`src/rtl/crmx_pkg.sv`:
```
// shared types and constants for the counter-based multiply/xor random word block
// no dependencies; imported by every rtl module of the block

package crmx_pkg;

   localparam int LANES      = 8;
   localparam int ROUNDS     = 10;
   localparam int WORD_W     = 32;
   localparam int BOUND_W    = 31;
   localparam int SEED_W     = 64;
   localparam int PROD_W     = 2 * WORD_W;
   localparam int CSR_DATA_W = 64;
   localparam int CSR_ADDR_W = 4;

   localparam int LANE_W     = $clog2(LANES);
   localparam int IDX_W      = $clog2(LANES + 1);
   // slots per round: small lane counts need idle slots so a write lands before its next read
   localparam int SLOTS      = (LANES < 4) ? 4 : LANES;
   localparam int SLOT_W     = $clog2(SLOTS);
   localparam int RND_W      = (ROUNDS > 1) ? $clog2(ROUNDS) : 1;
   localparam int DIV_STEPS  = WORD_W;
   localparam int BIT_W      = $clog2(DIV_STEPS);

   localparam logic [WORD_W-1:0] MULT_RESET = 32'd3528531795;

   // register index codes (byte address bit above the 8-byte stride)
   localparam logic REG_SEED = 1'b0;
   localparam logic REG_MULT = 1'b1;

   typedef enum logic [3:0] {
      ST_IDLE,
      ST_LOAD,
      ST_MIX,
      ST_DRAIN_A,
      ST_DRAIN_B,
      ST_FETCH,
      ST_INIT,
      ST_DIV,
      ST_OUTPUT
   } state_type;

   typedef struct packed {
      logic              accept;
      logic              fetch;
      logic              load_en;
      logic [LANE_W-1:0] load_lane;
      logic              issue_en;
      logic [LANE_W-1:0] issue_lane;
      logic              issue_odd;
      logic              batch_done;
      logic              div_init;
      logic              div_step;
      logic              out_load;
   } ctrl_cmd_type;

   typedef struct packed {
      logic buf_empty;
      logic bound_zero;
      logic out_free;
   } dp_status_type;

endpackage

```
`src/rtl/crmx_csr.sv`:
```
// configuration registers: seed and round multiplier behind an apb-style port
// depends on crmx_pkg

module crmx_csr import crmx_pkg::*; (
   input  logic                  clock,
   input  logic                  reset,
   input  logic                  csr_psel,
   input  logic                  csr_penable,
   input  logic                  csr_pwrite,
   input  logic [CSR_ADDR_W-1:0] csr_paddr,
   input  logic [CSR_DATA_W-1:0] csr_pwdata,
   output logic [CSR_DATA_W-1:0] csr_prdata,
   output logic                  csr_pready,
   output logic [SEED_W-1:0]     seed,
   output logic [WORD_W-1:0]     mult_const
);

   logic [SEED_W-1:0] seed_ff;
   logic [WORD_W-1:0] mult_ff;
   logic              wr_en;
   logic              reg_idx;

   assign wr_en   = csr_psel && csr_penable && csr_pwrite && csr_pready;
   assign reg_idx = csr_paddr[CSR_ADDR_W-1];

   always_ff @(posedge clock) begin
      if (reset) begin
         seed_ff <= '0;
         mult_ff <= MULT_RESET;
      end else if (wr_en) begin
         case (reg_idx)
            REG_SEED: seed_ff <= csr_pwdata[SEED_W-1:0];
            REG_MULT: mult_ff <= csr_pwdata[WORD_W-1:0];
            default: ;
         endcase
      end
   end

   always_comb begin
      case (reg_idx)
         REG_SEED: csr_prdata = CSR_DATA_W'(seed_ff);
         REG_MULT: csr_prdata = CSR_DATA_W'(mult_ff);
         default:  csr_prdata = '0;
      endcase
   end

   assign csr_pready = 1'b1;
   assign seed       = seed_ff;
   assign mult_const = mult_ff;

endmodule

```
`src/rtl/crmx_dp.sv`:
```
// datapath: lane word store, shared multiplier pipe, remainder unit, output register
// depends on crmx_pkg; driven by crmx_ctrl through ctrl_cmd_type

module crmx_dp import crmx_pkg::*; (
   input  logic                clock,
   input  logic                reset,
   input  ctrl_cmd_type        cmd,
   output dp_status_type       status,
   input  logic [BOUND_W-1:0]  req_bound,
   input  logic                rsp_stall,
   output logic                rsp_valid,
   output logic [WORD_W-1:0]   rsp_value,
   input  logic [SEED_W-1:0]   seed,
   input  logic [WORD_W-1:0]   mult_const
);

   // lane store doubles as the word buffer once a batch is done
   logic [WORD_W-1:0] lane_mem [LANES];
   logic [WORD_W-1:0] rd_ff;

   logic              issue1_ff, issue2_ff;
   logic [LANE_W-1:0] lane1_ff, lane2_ff;
   logic              odd1_ff, odd2_ff;
   logic [PROD_W-1:0] prod_ff, prod_in;

   logic [WORD_W-1:0]  base_ff;
   logic [IDX_W-1:0]   read_idx_ff;
   logic [BOUND_W-1:0] bound_ff;
   logic [WORD_W-1:0]  word_ff;
   logic [BOUND_W-1:0] rem_ff, rem_in;
   logic               out_valid_ff;
   logic [WORD_W-1:0]  out_value_ff, out_value_in;

   logic              wr_en;
   logic [LANE_W-1:0] wr_addr;
   logic [WORD_W-1:0] wr_data;
   logic [LANE_W-1:0] rd_addr;
   logic [WORD_W-1:0] mixed;
   logic [WORD_W-1:0] key_word;
   logic [WORD_W:0]   trial;
   logic [WORD_W:0]   bound_ext;

   function automatic logic [LANE_W-1:0] partner_lane(input logic [LANE_W-1:0] l);
      logic [LANE_W-1:0] p;
      p = l ^ LANE_W'(1);
      if ({1'b0, p} < (LANE_W + 1)'(LANES)) begin
         return p;
      end
      return l;
   endfunction

   // round key: even parity of lane xor round takes the low seed half
   assign key_word = (lane2_ff[0] ^ odd2_ff) ? seed[SEED_W-1:WORD_W] : seed[WORD_W-1:0];
   assign mixed    = prod_ff[WORD_W-1:0] ^ prod_ff[PROD_W-1:WORD_W] ^ key_word;

   always_comb begin
      if (cmd.load_en) begin
         wr_en   = 1'b1;
         wr_addr = cmd.load_lane;
         wr_data = base_ff + WORD_W'(cmd.load_lane);
      end else begin
         wr_en   = issue2_ff;
         wr_addr = partner_lane(lane2_ff);
         wr_data = mixed;
      end
   end

   assign rd_addr = cmd.issue_en ? cmd.issue_lane : read_idx_ff[LANE_W-1:0];

   always_ff @(posedge clock) begin
      if (wr_en) begin
         lane_mem[wr_addr] <= wr_data;
      end
      rd_ff <= lane_mem[rd_addr];
   end

   // multiply stage, one lane a cycle
   assign prod_in = PROD_W'(rd_ff) * PROD_W'(mult_const);

   always_ff @(posedge clock) begin
      if (reset) begin
         issue1_ff <= 1'b0;
         issue2_ff <= 1'b0;
      end else begin
         issue1_ff <= cmd.issue_en;
         issue2_ff <= issue1_ff;
      end
      lane1_ff <= cmd.issue_lane;
      odd1_ff  <= cmd.issue_odd;
      lane2_ff <= lane1_ff;
      odd2_ff  <= odd1_ff;
      prod_ff  <= prod_in;
   end

   always_ff @(posedge clock) begin
      if (reset) begin
         base_ff     <= '0;
         read_idx_ff <= IDX_W'(LANES);
      end else if (cmd.batch_done) begin
         base_ff     <= base_ff + WORD_W'(LANES);
         read_idx_ff <= '0;
      end else if (cmd.fetch) begin
         read_idx_ff <= read_idx_ff + IDX_W'(1);
      end
   end

   // restoring remainder, one dividend bit a cycle
   assign bound_ext = {2'b00, bound_ff};
   assign trial     = {1'b0, rem_ff, word_ff[WORD_W-1]};

   always_comb begin
      if (trial >= bound_ext) begin
         rem_in = BOUND_W'(trial - bound_ext);
      end else begin
         rem_in = trial[BOUND_W-1:0];
      end
   end

   always_ff @(posedge clock) begin
      if (cmd.accept) begin
         bound_ff <= req_bound;
      end
      if (cmd.div_init) begin
         word_ff <= rd_ff;
         rem_ff  <= '0;
      end else if (cmd.div_step) begin
         word_ff <= {word_ff[WORD_W-2:0], 1'b0};
         rem_ff  <= rem_in;
      end
   end

   assign out_value_in = status.bound_zero ? word_ff : WORD_W'(rem_ff);

   always_ff @(posedge clock) begin
      if (reset) begin
         out_valid_ff <= 1'b0;
      end else if (cmd.out_load) begin
         out_valid_ff <= 1'b1;
      end else if (!rsp_stall) begin
         out_valid_ff <= 1'b0;
      end
      if (cmd.out_load) begin
         out_value_ff <= out_value_in;
      end
   end

   assign status.buf_empty  = (read_idx_ff == IDX_W'(LANES));
   assign status.bound_zero = (bound_ff == '0);
   assign status.out_free   = !out_valid_ff || !rsp_stall;

   assign rsp_valid = out_valid_ff;
   assign rsp_value = out_value_ff;

endmodule

```
`src/rtl/crmx_ctrl.sv`:
```
// controller: sequences batch refill, word fetch, remainder and output hand-off
// depends on crmx_pkg; commands crmx_dp through ctrl_cmd_type

module crmx_ctrl import crmx_pkg::*; (
   input  logic          clock,
   input  logic          reset,
   input  logic          req_valid,
   output logic          req_stall,
   input  dp_status_type status,
   output ctrl_cmd_type  cmd
);

   state_type         state_ff, state_in;
   logic [SLOT_W-1:0] lane_cnt_ff, lane_cnt_in;
   logic [RND_W-1:0]  round_cnt_ff, round_cnt_in;
   logic [BIT_W-1:0]  bit_cnt_ff, bit_cnt_in;

   always_ff @(posedge clock) begin
      if (reset) begin
         state_ff     <= ST_IDLE;
         lane_cnt_ff  <= '0;
         round_cnt_ff <= '0;
         bit_cnt_ff   <= '0;
      end else begin
         state_ff     <= state_in;
         lane_cnt_ff  <= lane_cnt_in;
         round_cnt_ff <= round_cnt_in;
         bit_cnt_ff   <= bit_cnt_in;
      end
   end

   // next state and counters
   always_comb begin
      state_in     = state_ff;
      lane_cnt_in  = lane_cnt_ff;
      round_cnt_in = round_cnt_ff;
      bit_cnt_in   = bit_cnt_ff;
      case (state_ff)
         ST_IDLE: begin
            if (req_valid) begin
               lane_cnt_in  = '0;
               round_cnt_in = '0;
               state_in     = status.buf_empty ? ST_LOAD : ST_INIT;
            end
         end
         ST_LOAD: begin
            if (lane_cnt_ff == SLOT_W'(LANES - 1)) begin
               lane_cnt_in = '0;
               state_in    = ST_MIX;
            end else begin
               lane_cnt_in = lane_cnt_ff + SLOT_W'(1);
            end
         end
         ST_MIX: begin
            if (lane_cnt_ff == SLOT_W'(SLOTS - 1)) begin
               lane_cnt_in = '0;
               if (round_cnt_ff == RND_W'(ROUNDS - 1)) begin
                  state_in = ST_DRAIN_A;
               end else begin
                  round_cnt_in = round_cnt_ff + RND_W'(1);
               end
            end else begin
               lane_cnt_in = lane_cnt_ff + SLOT_W'(1);
            end
         end
         ST_DRAIN_A: state_in = ST_DRAIN_B;
         ST_DRAIN_B: state_in = ST_FETCH;
         ST_FETCH:   state_in = ST_INIT;
         ST_INIT: begin
            bit_cnt_in = BIT_W'(DIV_STEPS - 1);
            state_in   = status.bound_zero ? ST_OUTPUT : ST_DIV;
         end
         ST_DIV: begin
            if (bit_cnt_ff == '0) begin
               state_in = ST_OUTPUT;
            end else begin
               bit_cnt_in = bit_cnt_ff - BIT_W'(1);
            end
         end
         ST_OUTPUT: begin
            if (status.out_free) begin
               state_in = ST_IDLE;
            end
         end
         default: state_in = ST_IDLE;
      endcase
   end

   // command outputs
   always_comb begin
      cmd            = '0;
      cmd.load_lane  = lane_cnt_ff[LANE_W-1:0];
      cmd.issue_lane = lane_cnt_ff[LANE_W-1:0];
      cmd.issue_odd  = round_cnt_ff[0];
      req_stall      = 1'b1;
      case (state_ff)
         ST_IDLE: begin
            req_stall  = 1'b0;
            cmd.accept = req_valid;
            cmd.fetch  = req_valid && !status.buf_empty;
         end
         ST_LOAD:    cmd.load_en    = 1'b1;
         ST_MIX:     cmd.issue_en   = ({1'b0, lane_cnt_ff} < (SLOT_W + 1)'(LANES));
         ST_DRAIN_A: ;
         ST_DRAIN_B: cmd.batch_done = 1'b1;
         ST_FETCH:   cmd.fetch      = 1'b1;
         ST_INIT:    cmd.div_init   = 1'b1;
         ST_DIV:     cmd.div_step   = 1'b1;
         ST_OUTPUT:  cmd.out_load   = status.out_free;
         default: ;
      endcase
   end

endmodule

```
`src/rtl/counter_rng_multiply_xor.sv`:
```
// a request runs init, the bit-serial remainder and output; bound 0 skips the remainder
// a request that finds the buffer empty first waits for the batch refill
// one request at a time; the next is taken after the result enters the output register
// refill: 8 lane loads, 80 slots of the one shared 32x32 multiplier, then drain and fetch
// reset: control, counter base and registers return to reset values, buffer marked empty
// top level of the counter-based multiply/xor random word block; uses crmx_pkg, crmx_csr,
// crmx_ctrl and crmx_dp

module counter_rng_multiply_xor import crmx_pkg::*; (
   input  logic                  clock,
   input  logic                  reset,
   // request channel
   input  logic                  req_valid,
   output logic                  req_stall,
   input  logic [BOUND_W-1:0]    req_bound,
   // result channel
   output logic                  rsp_valid,
   input  logic                  rsp_stall,
   output logic [WORD_W-1:0]     rsp_value,
   // configuration port
   input  logic                  csr_psel,
   input  logic                  csr_penable,
   input  logic                  csr_pwrite,
   input  logic [CSR_ADDR_W-1:0] csr_paddr,
   input  logic [CSR_DATA_W-1:0] csr_pwdata,
   output logic [CSR_DATA_W-1:0] csr_prdata,
   output logic                  csr_pready
);

   // config values, taken by the datapath at each refill
   logic [SEED_W-1:0] seed;
   logic [WORD_W-1:0] mult_const;

   // command and status between controller and datapath
   ctrl_cmd_type  cmd;
   dp_status_type status;

   // seed at byte 0, multiplier at byte 8
   crmx_csr u_csr (
      .clock       (clock),
      .reset       (reset),
      .csr_psel    (csr_psel),
      .csr_penable (csr_penable),
      .csr_pwrite  (csr_pwrite),
      .csr_paddr   (csr_paddr),
      .csr_pwdata  (csr_pwdata),
      .csr_prdata  (csr_prdata),
      .csr_pready  (csr_pready),
      .seed        (seed),
      .mult_const  (mult_const)
   );

   // one request in flight; a finished word waits in the output register
   // while the next request is taken
   crmx_ctrl u_ctrl (
      .clock     (clock),
      .reset     (reset),
      .req_valid (req_valid),
      .req_stall (req_stall),
      .status    (status),
      .cmd       (cmd)
   );

   // lane store, multiply/xor pipe with lane swap on write-back, remainder unit
   crmx_dp u_dp (
      .clock      (clock),
      .reset      (reset),
      .cmd        (cmd),
      .status     (status),
      .req_bound  (req_bound),
      .rsp_stall  (rsp_stall),
      .rsp_valid  (rsp_valid),
      .rsp_value  (rsp_value),
      .seed       (seed),
      .mult_const (mult_const)
   );

endmodule

```
`config.mk`:
```
export PLATFORM = sky130hd
export DESIGN_NAME = counter_rng_multiply_xor
export DESIGN_NICKNAME = d
export VERILOG_FILES = /design/src/rtl/crmx_pkg.sv /design/src/rtl/crmx_csr.sv /design/src/rtl/crmx_dp.sv /design/src/rtl/crmx_ctrl.sv /design/src/rtl/counter_rng_multiply_xor.sv
export SDC_FILE = /design/constraint.sdc
export NUM_CORES = 2
export LEC_CHECK = 0
export ABC_AREA = 0
export BUFFER_PORTS_ARGS = -buffer_cell sky130_fd_sc_hd__buf_2
export CORE_AREA = 8 8 420 422
export DETAILED_ROUTE_END_ITERATION = 10
export DIE_AREA = 0 0 428 430
export PLACE_DENSITY_LB_ADDON = 0.08
export SYNTH_ARGS = -nofsm -noshare
export SYNTH_HDL_FRONTEND = slang
export SYNTH_SLANG_ARGS = --single-unit
```
`constraint.sdc`:
```
create_clock -name clock -period 13.6 [get_ports clock]
set_input_delay 0.68 -clock clock [delete_from_list [all_inputs] [get_ports clock]]
set_output_delay 0.68 -clock clock [all_outputs]
set_load 0.01 [all_outputs]
```
==> metrics.md <==
| Metric | Value |
|---|---|
| Net Count, Synth | `6,988` |
| CTS tree | `built` |
| Post-synthesis share of cell area spent on xor and xnor gates | `2.64%` |
| Number of warnings issued by yosys | `0` |
| Final setup violation count | `0` |
| Endpoint of the worst-slack reg-to-reg timing path | `u_dp.prod_ff[63]$_DFF_P_` |
| Post-CTS Setup Inserts | `0` |
| Cell family with the largest share of critical-path delay | `adder cells` |
| Number of buffers between clock root and the deepest sink | `3` |
| Ratio of routed vias to standard cells | `4.90` |
| Quantity of gates resized following cts | `0` |
| GRT met3 Usage | `2.14%` |
| Total global routing track utilization | `19.0%` |
| Post-CTS clock slew at the launch and capture registers of the worst setup and hold paths | `60 ps` |
| Count of fill cells added during filler insertion | `16,900` |
| I/O pin count | `205` |
| Cts hold-fix bufs | `0` |
| Main combinational cell family by area after synthesis | `adder cells` |
| Cell with the biggest individual delay on the critical path | `sky130_fd_sc_hd__o21ai_0` |
| Global placer's final weighted congestion | `0.812` |
| Detailed-route wire length | `174,000 um` |
| Depth of the worst hold-timing path | `1` |
| Dominant register cell in the synthesized netlist | `sky130_fd_sc_hd__edfxtp_1` |
| Core Area | `170,000 um^2` |
| Largest stage delay on the critical path | `690 ps` |
| Final worst path period need | `8480 ps` |
| Req. time, crit path | `14,150 ps` |
| Worst hold-check path type | `in -> reg` |
| Global-route wire length before repair | `271,000 um` |
| Synth Area in Compound Gates | `5.28%` |
| Half-perimeter wire length after placement | `128,000 um` |
| Area growth, synth to finish | `10.1%` |
| Clock Latency Late Sink | `710 ps` |
| Commonest cells after routing, fill and taps aside | `sky130_fd_sc_hd__fa_1 (897), sky130_fd_sc_hd__inv_1 (885), sky130_fd_sc_hd__nand2_1 (761), sky130_fd_sc_hd__and2_1 (578), sky130_fd_sc_hd__edfxtp_1 (351)` |
| Achievable Freq | `118 MHz` |
| Synth async-reset ratio | `0%` |
| Remaining routing DRC violations | `0` |
| H-tree depth reported by CTS | `3` |
| Leading cell type in the layout, fill and taps excluded | `sky130_fd_sc_hd__fa_1` |
| Initial antenna violation count | `11` |
| Arrival time at the worst endpoint | `9030 ps` |
| Cell area after synthesis | `59,100 um^2` |
| IO buf count | `200` |
| Count of distinct cell types in the synthesized netlist | `81` |
| Number of storage elements in the synthesis netlist | `634` |
| EDFF count, synth | `351` |
| Share of the yosys chip area belonging to registers | `27.4%` |
| Std cell rows | `152` |
| Cells on worst reg2reg path | `25` |
| Remaining number of nets flagged by the antenna check after routing | `0` |
| Clk Tree Root Cell | `sky130_fd_sc_hd__clkbuf_16` |
| Total vias in the final route | `39,400` |
| Critical register-to-register path startpoint | `u_dp.rd_ff[11]$_DFF_P_` |
| Vertical die dimension | `430 um` |
| Share of cell area taken by muxes after synthesis | `5.61%` |
| Synth Area in Adders | `36.8%` |
| Num Clock Sinks | `634` |
| Vias in the first global route | `42,900` |
| Pin slew with the least headroom to its limit | `1210 ps` |
| Number of optimization iterations in the first detailed-route pass | `5` |
| Setup repair after global routing missed its margin | `false` |
| Final Hold Violating Endpoints | `0` |
| NumNets Final | `7,042` |
| Die outline area | `184,000 um^2` |
| Total congestion overflow | `0` |
| Slew headroom | `19.3%` |
| Average cell area after synthesis | `10.4 um^2` |
| CP bufs+invs | `5` |
| Number of max-cap violations | `0` |
| Met2 layer usage reported by global route | `33.0%` |
| Cells after Synth | `5,682` |
| WL per Instance | `21.6 um` |
| Run status | `finished, final reports clean` |
| Ratio of final minimum period to clock period | `62.4%` |
| Share of final-layout standard cells stronger than drive strength 1 | `11.0%` |
| Number of buffers created by CTS | `74` |
| Setup Total Neg Slack | `0 ps` |
| Hold Crit Start | `req_bound[19]` |
| Number of slew-limit violations in the final report | `0` |
| Maximum number of pins on one net before global-route repair | `94` |
| WS Path Type | `reg -> reg` |
| Die Width | `428 um` |
| Gr busiest metal | `met2` |
| GRT met1 Usage | `25.9%` |
| Capturing element type of the critical path | `register` |
| Worst min-delay path endpoint | `u_dp.bound_ff[19]$_DFFE_PP_` |
| Setup clock skew after layout | `84.4 ps` |
| Worst setup slack for register-to-register paths | `5120 ps` |
| Initial cell density of the core | `34.7%` |
| Iteration-0 DRC count of the detailed router | `2,101` |
| Simple-Gate Fraction of Synth Area | `14.5%` |
| Most common cell on crit path | `sky130_fd_sc_hd__fa_1` |
| Startpoint types | `register` |
| Critical path peak fanout | `33` |
==> area by class of cell <==
cell class	instances	area, um^2	area share [%]
Multi-Input combinational cell	3848	38500	59.1
Sequential cell	634	16200	24.9
Inverter	885	3320	5.11
Tap cell	2233	2790	4.29
Clock buffer	104	2060	3.17
Timing Repair Buffer	293	1700	2.62
Clock inverter	32	495	0.762
Antenna cell	6	15.0	0.0231
==> worst register-to-register path, stage by stage (launching register included) <==
cell and delay, ps:
sky130_fd_sc_hd__dfxtp_1 300, sky130_fd_sc_hd__buf_4 450, sky130_fd_sc_hd__and2_1 320, sky130_fd_sc_hd__fa_1 450
sky130_fd_sc_hd__fa_1 490, sky130_fd_sc_hd__fa_1 520, sky130_fd_sc_hd__inv_1 60, sky130_fd_sc_hd__fa_1 470
sky130_fd_sc_hd__inv_1 50, sky130_fd_sc_hd__fa_1 490, sky130_fd_sc_hd__inv_1 50, sky130_fd_sc_hd__fa_1 530
sky130_fd_sc_hd__inv_1 50, sky130_fd_sc_hd__fa_1 500, sky130_fd_sc_hd__fa_1 430, sky130_fd_sc_hd__ha_1 440
sky130_fd_sc_hd__nand2_1 150, sky130_fd_sc_hd__o21ai_0 250, sky130_fd_sc_hd__a21oi_1 70, sky130_fd_sc_hd__o31ai_1 540
sky130_fd_sc_hd__o31ai_1 320, sky130_fd_sc_hd__o21ai_0 700, sky130_fd_sc_hd__a21oi_1 240, sky130_fd_sc_hd__o21ai_0 210
sky130_fd_sc_hd__a21oi_1 100, sky130_fd_sc_hd__xnor2_1 130
==> synth_stat cells (72+ instances only) <==
cell type	count	share of area, %
sky130_fd_sc_hd__nor2_1	168	1.1
sky130_fd_sc_hd__clkbuf_1	279	1.8
sky130_fd_sc_hd__xnor2_1	128	1.9
sky130_fd_sc_hd__a21oi_1	229	1.9
sky130_fd_sc_hd__ha_1	303	6.4
sky130_fd_sc_hd__edfxtp_1	351	18
sky130_fd_sc_hd__mux2_2	127	2.4
sky130_fd_sc_hd__dfxtp_1	283	9.6
sky130_fd_sc_hd__and2_1	578	6.1
sky130_fd_sc_hd__inv_1	885	5.6
sky130_fd_sc_hd__fa_1	897	30
sky130_fd_sc_hd__nand2_1	761	4.8
sky130_fd_sc_hd__o21ai_0	72	0.61
==> registers in the layout, summed over array words and instances (netlist names), 29 cells and up <==
name,cells
u_dp.lane_mem,256
u_csr.mult_const,32
u_dp.bound_ff,31
u_dp.base_ff,29
u_dp.rsp_value,32
u_dp.word_ff,32
u_dp.rem_ff,31
u_dp.prod_ff,64
u_csr.seed,64
u_dp.rd_ff,32
==> cells by family after synthesis <==
logic type	count (synthesis)
muxes	235
other	1
buffers and inverters	1200
adders and majority gates	1200
xor gates and xnor gates	178
DFF	634
AOI/OAI and AO/OA	502
and+or+nand+nor	1732
==> worst max-delay path by stage <==
stage / cells after the start / to / from / slack (ps)
3_5_place_dp: 26 / u_dp.prod_ff[52]$_DFF_P_ / u_dp.rd_ff[20]$_DFF_P_ / 5120
6_report: 25 / u_dp.prod_ff[63]$_DFF_P_ / u_dp.rd_ff[11]$_DFF_P_ / 5120
2_1_floorplan: 27 / u_dp.prod_ff[62]$_DFF_P_ / u_csr.mult_const[11]$_SDFFE_PP1P_ / 6440
3_3_place_gp: 25 / u_dp.prod_ff[52]$_DFF_P_ / u_dp.rd_ff[23]$_DFF_P_ / 5110
4_1_cts: 26 / u_dp.prod_ff[52]$_DFF_P_ / u_dp.rd_ff[20]$_DFF_P_ / 5040
5_1_grt: 25 / u_dp.prod_ff[63]$_DFF_P_ / u_dp.rd_ff[13]$_DFF_P_ / 4660
==> per-layer routing <==
metal  wire length (um)  vias up
met5                 33        -
met4               2460        4
met3               5710      131
met2              85900      623
met1              79700    20600
li1                   -    18000
==> metrics by stage <==
step	cells	util (%)	setup WS, ps	hold slack (ps)	cell area [um^2]
after floorplan	5682	-	6440	310	59100
after global placement	7893	36.7	5110	312	62500
after detailed placement	7893	36.7	5120	314	62500
after CTS	8029	38.2	5040	89.7	65000
after global routing	8032	38.2	4660	114	65100
final	8035	38.2	5120	161	65100
Power is not shown: default switching activity piles up to over one toggle a cycle in this logic, so the estimate is an artifact.
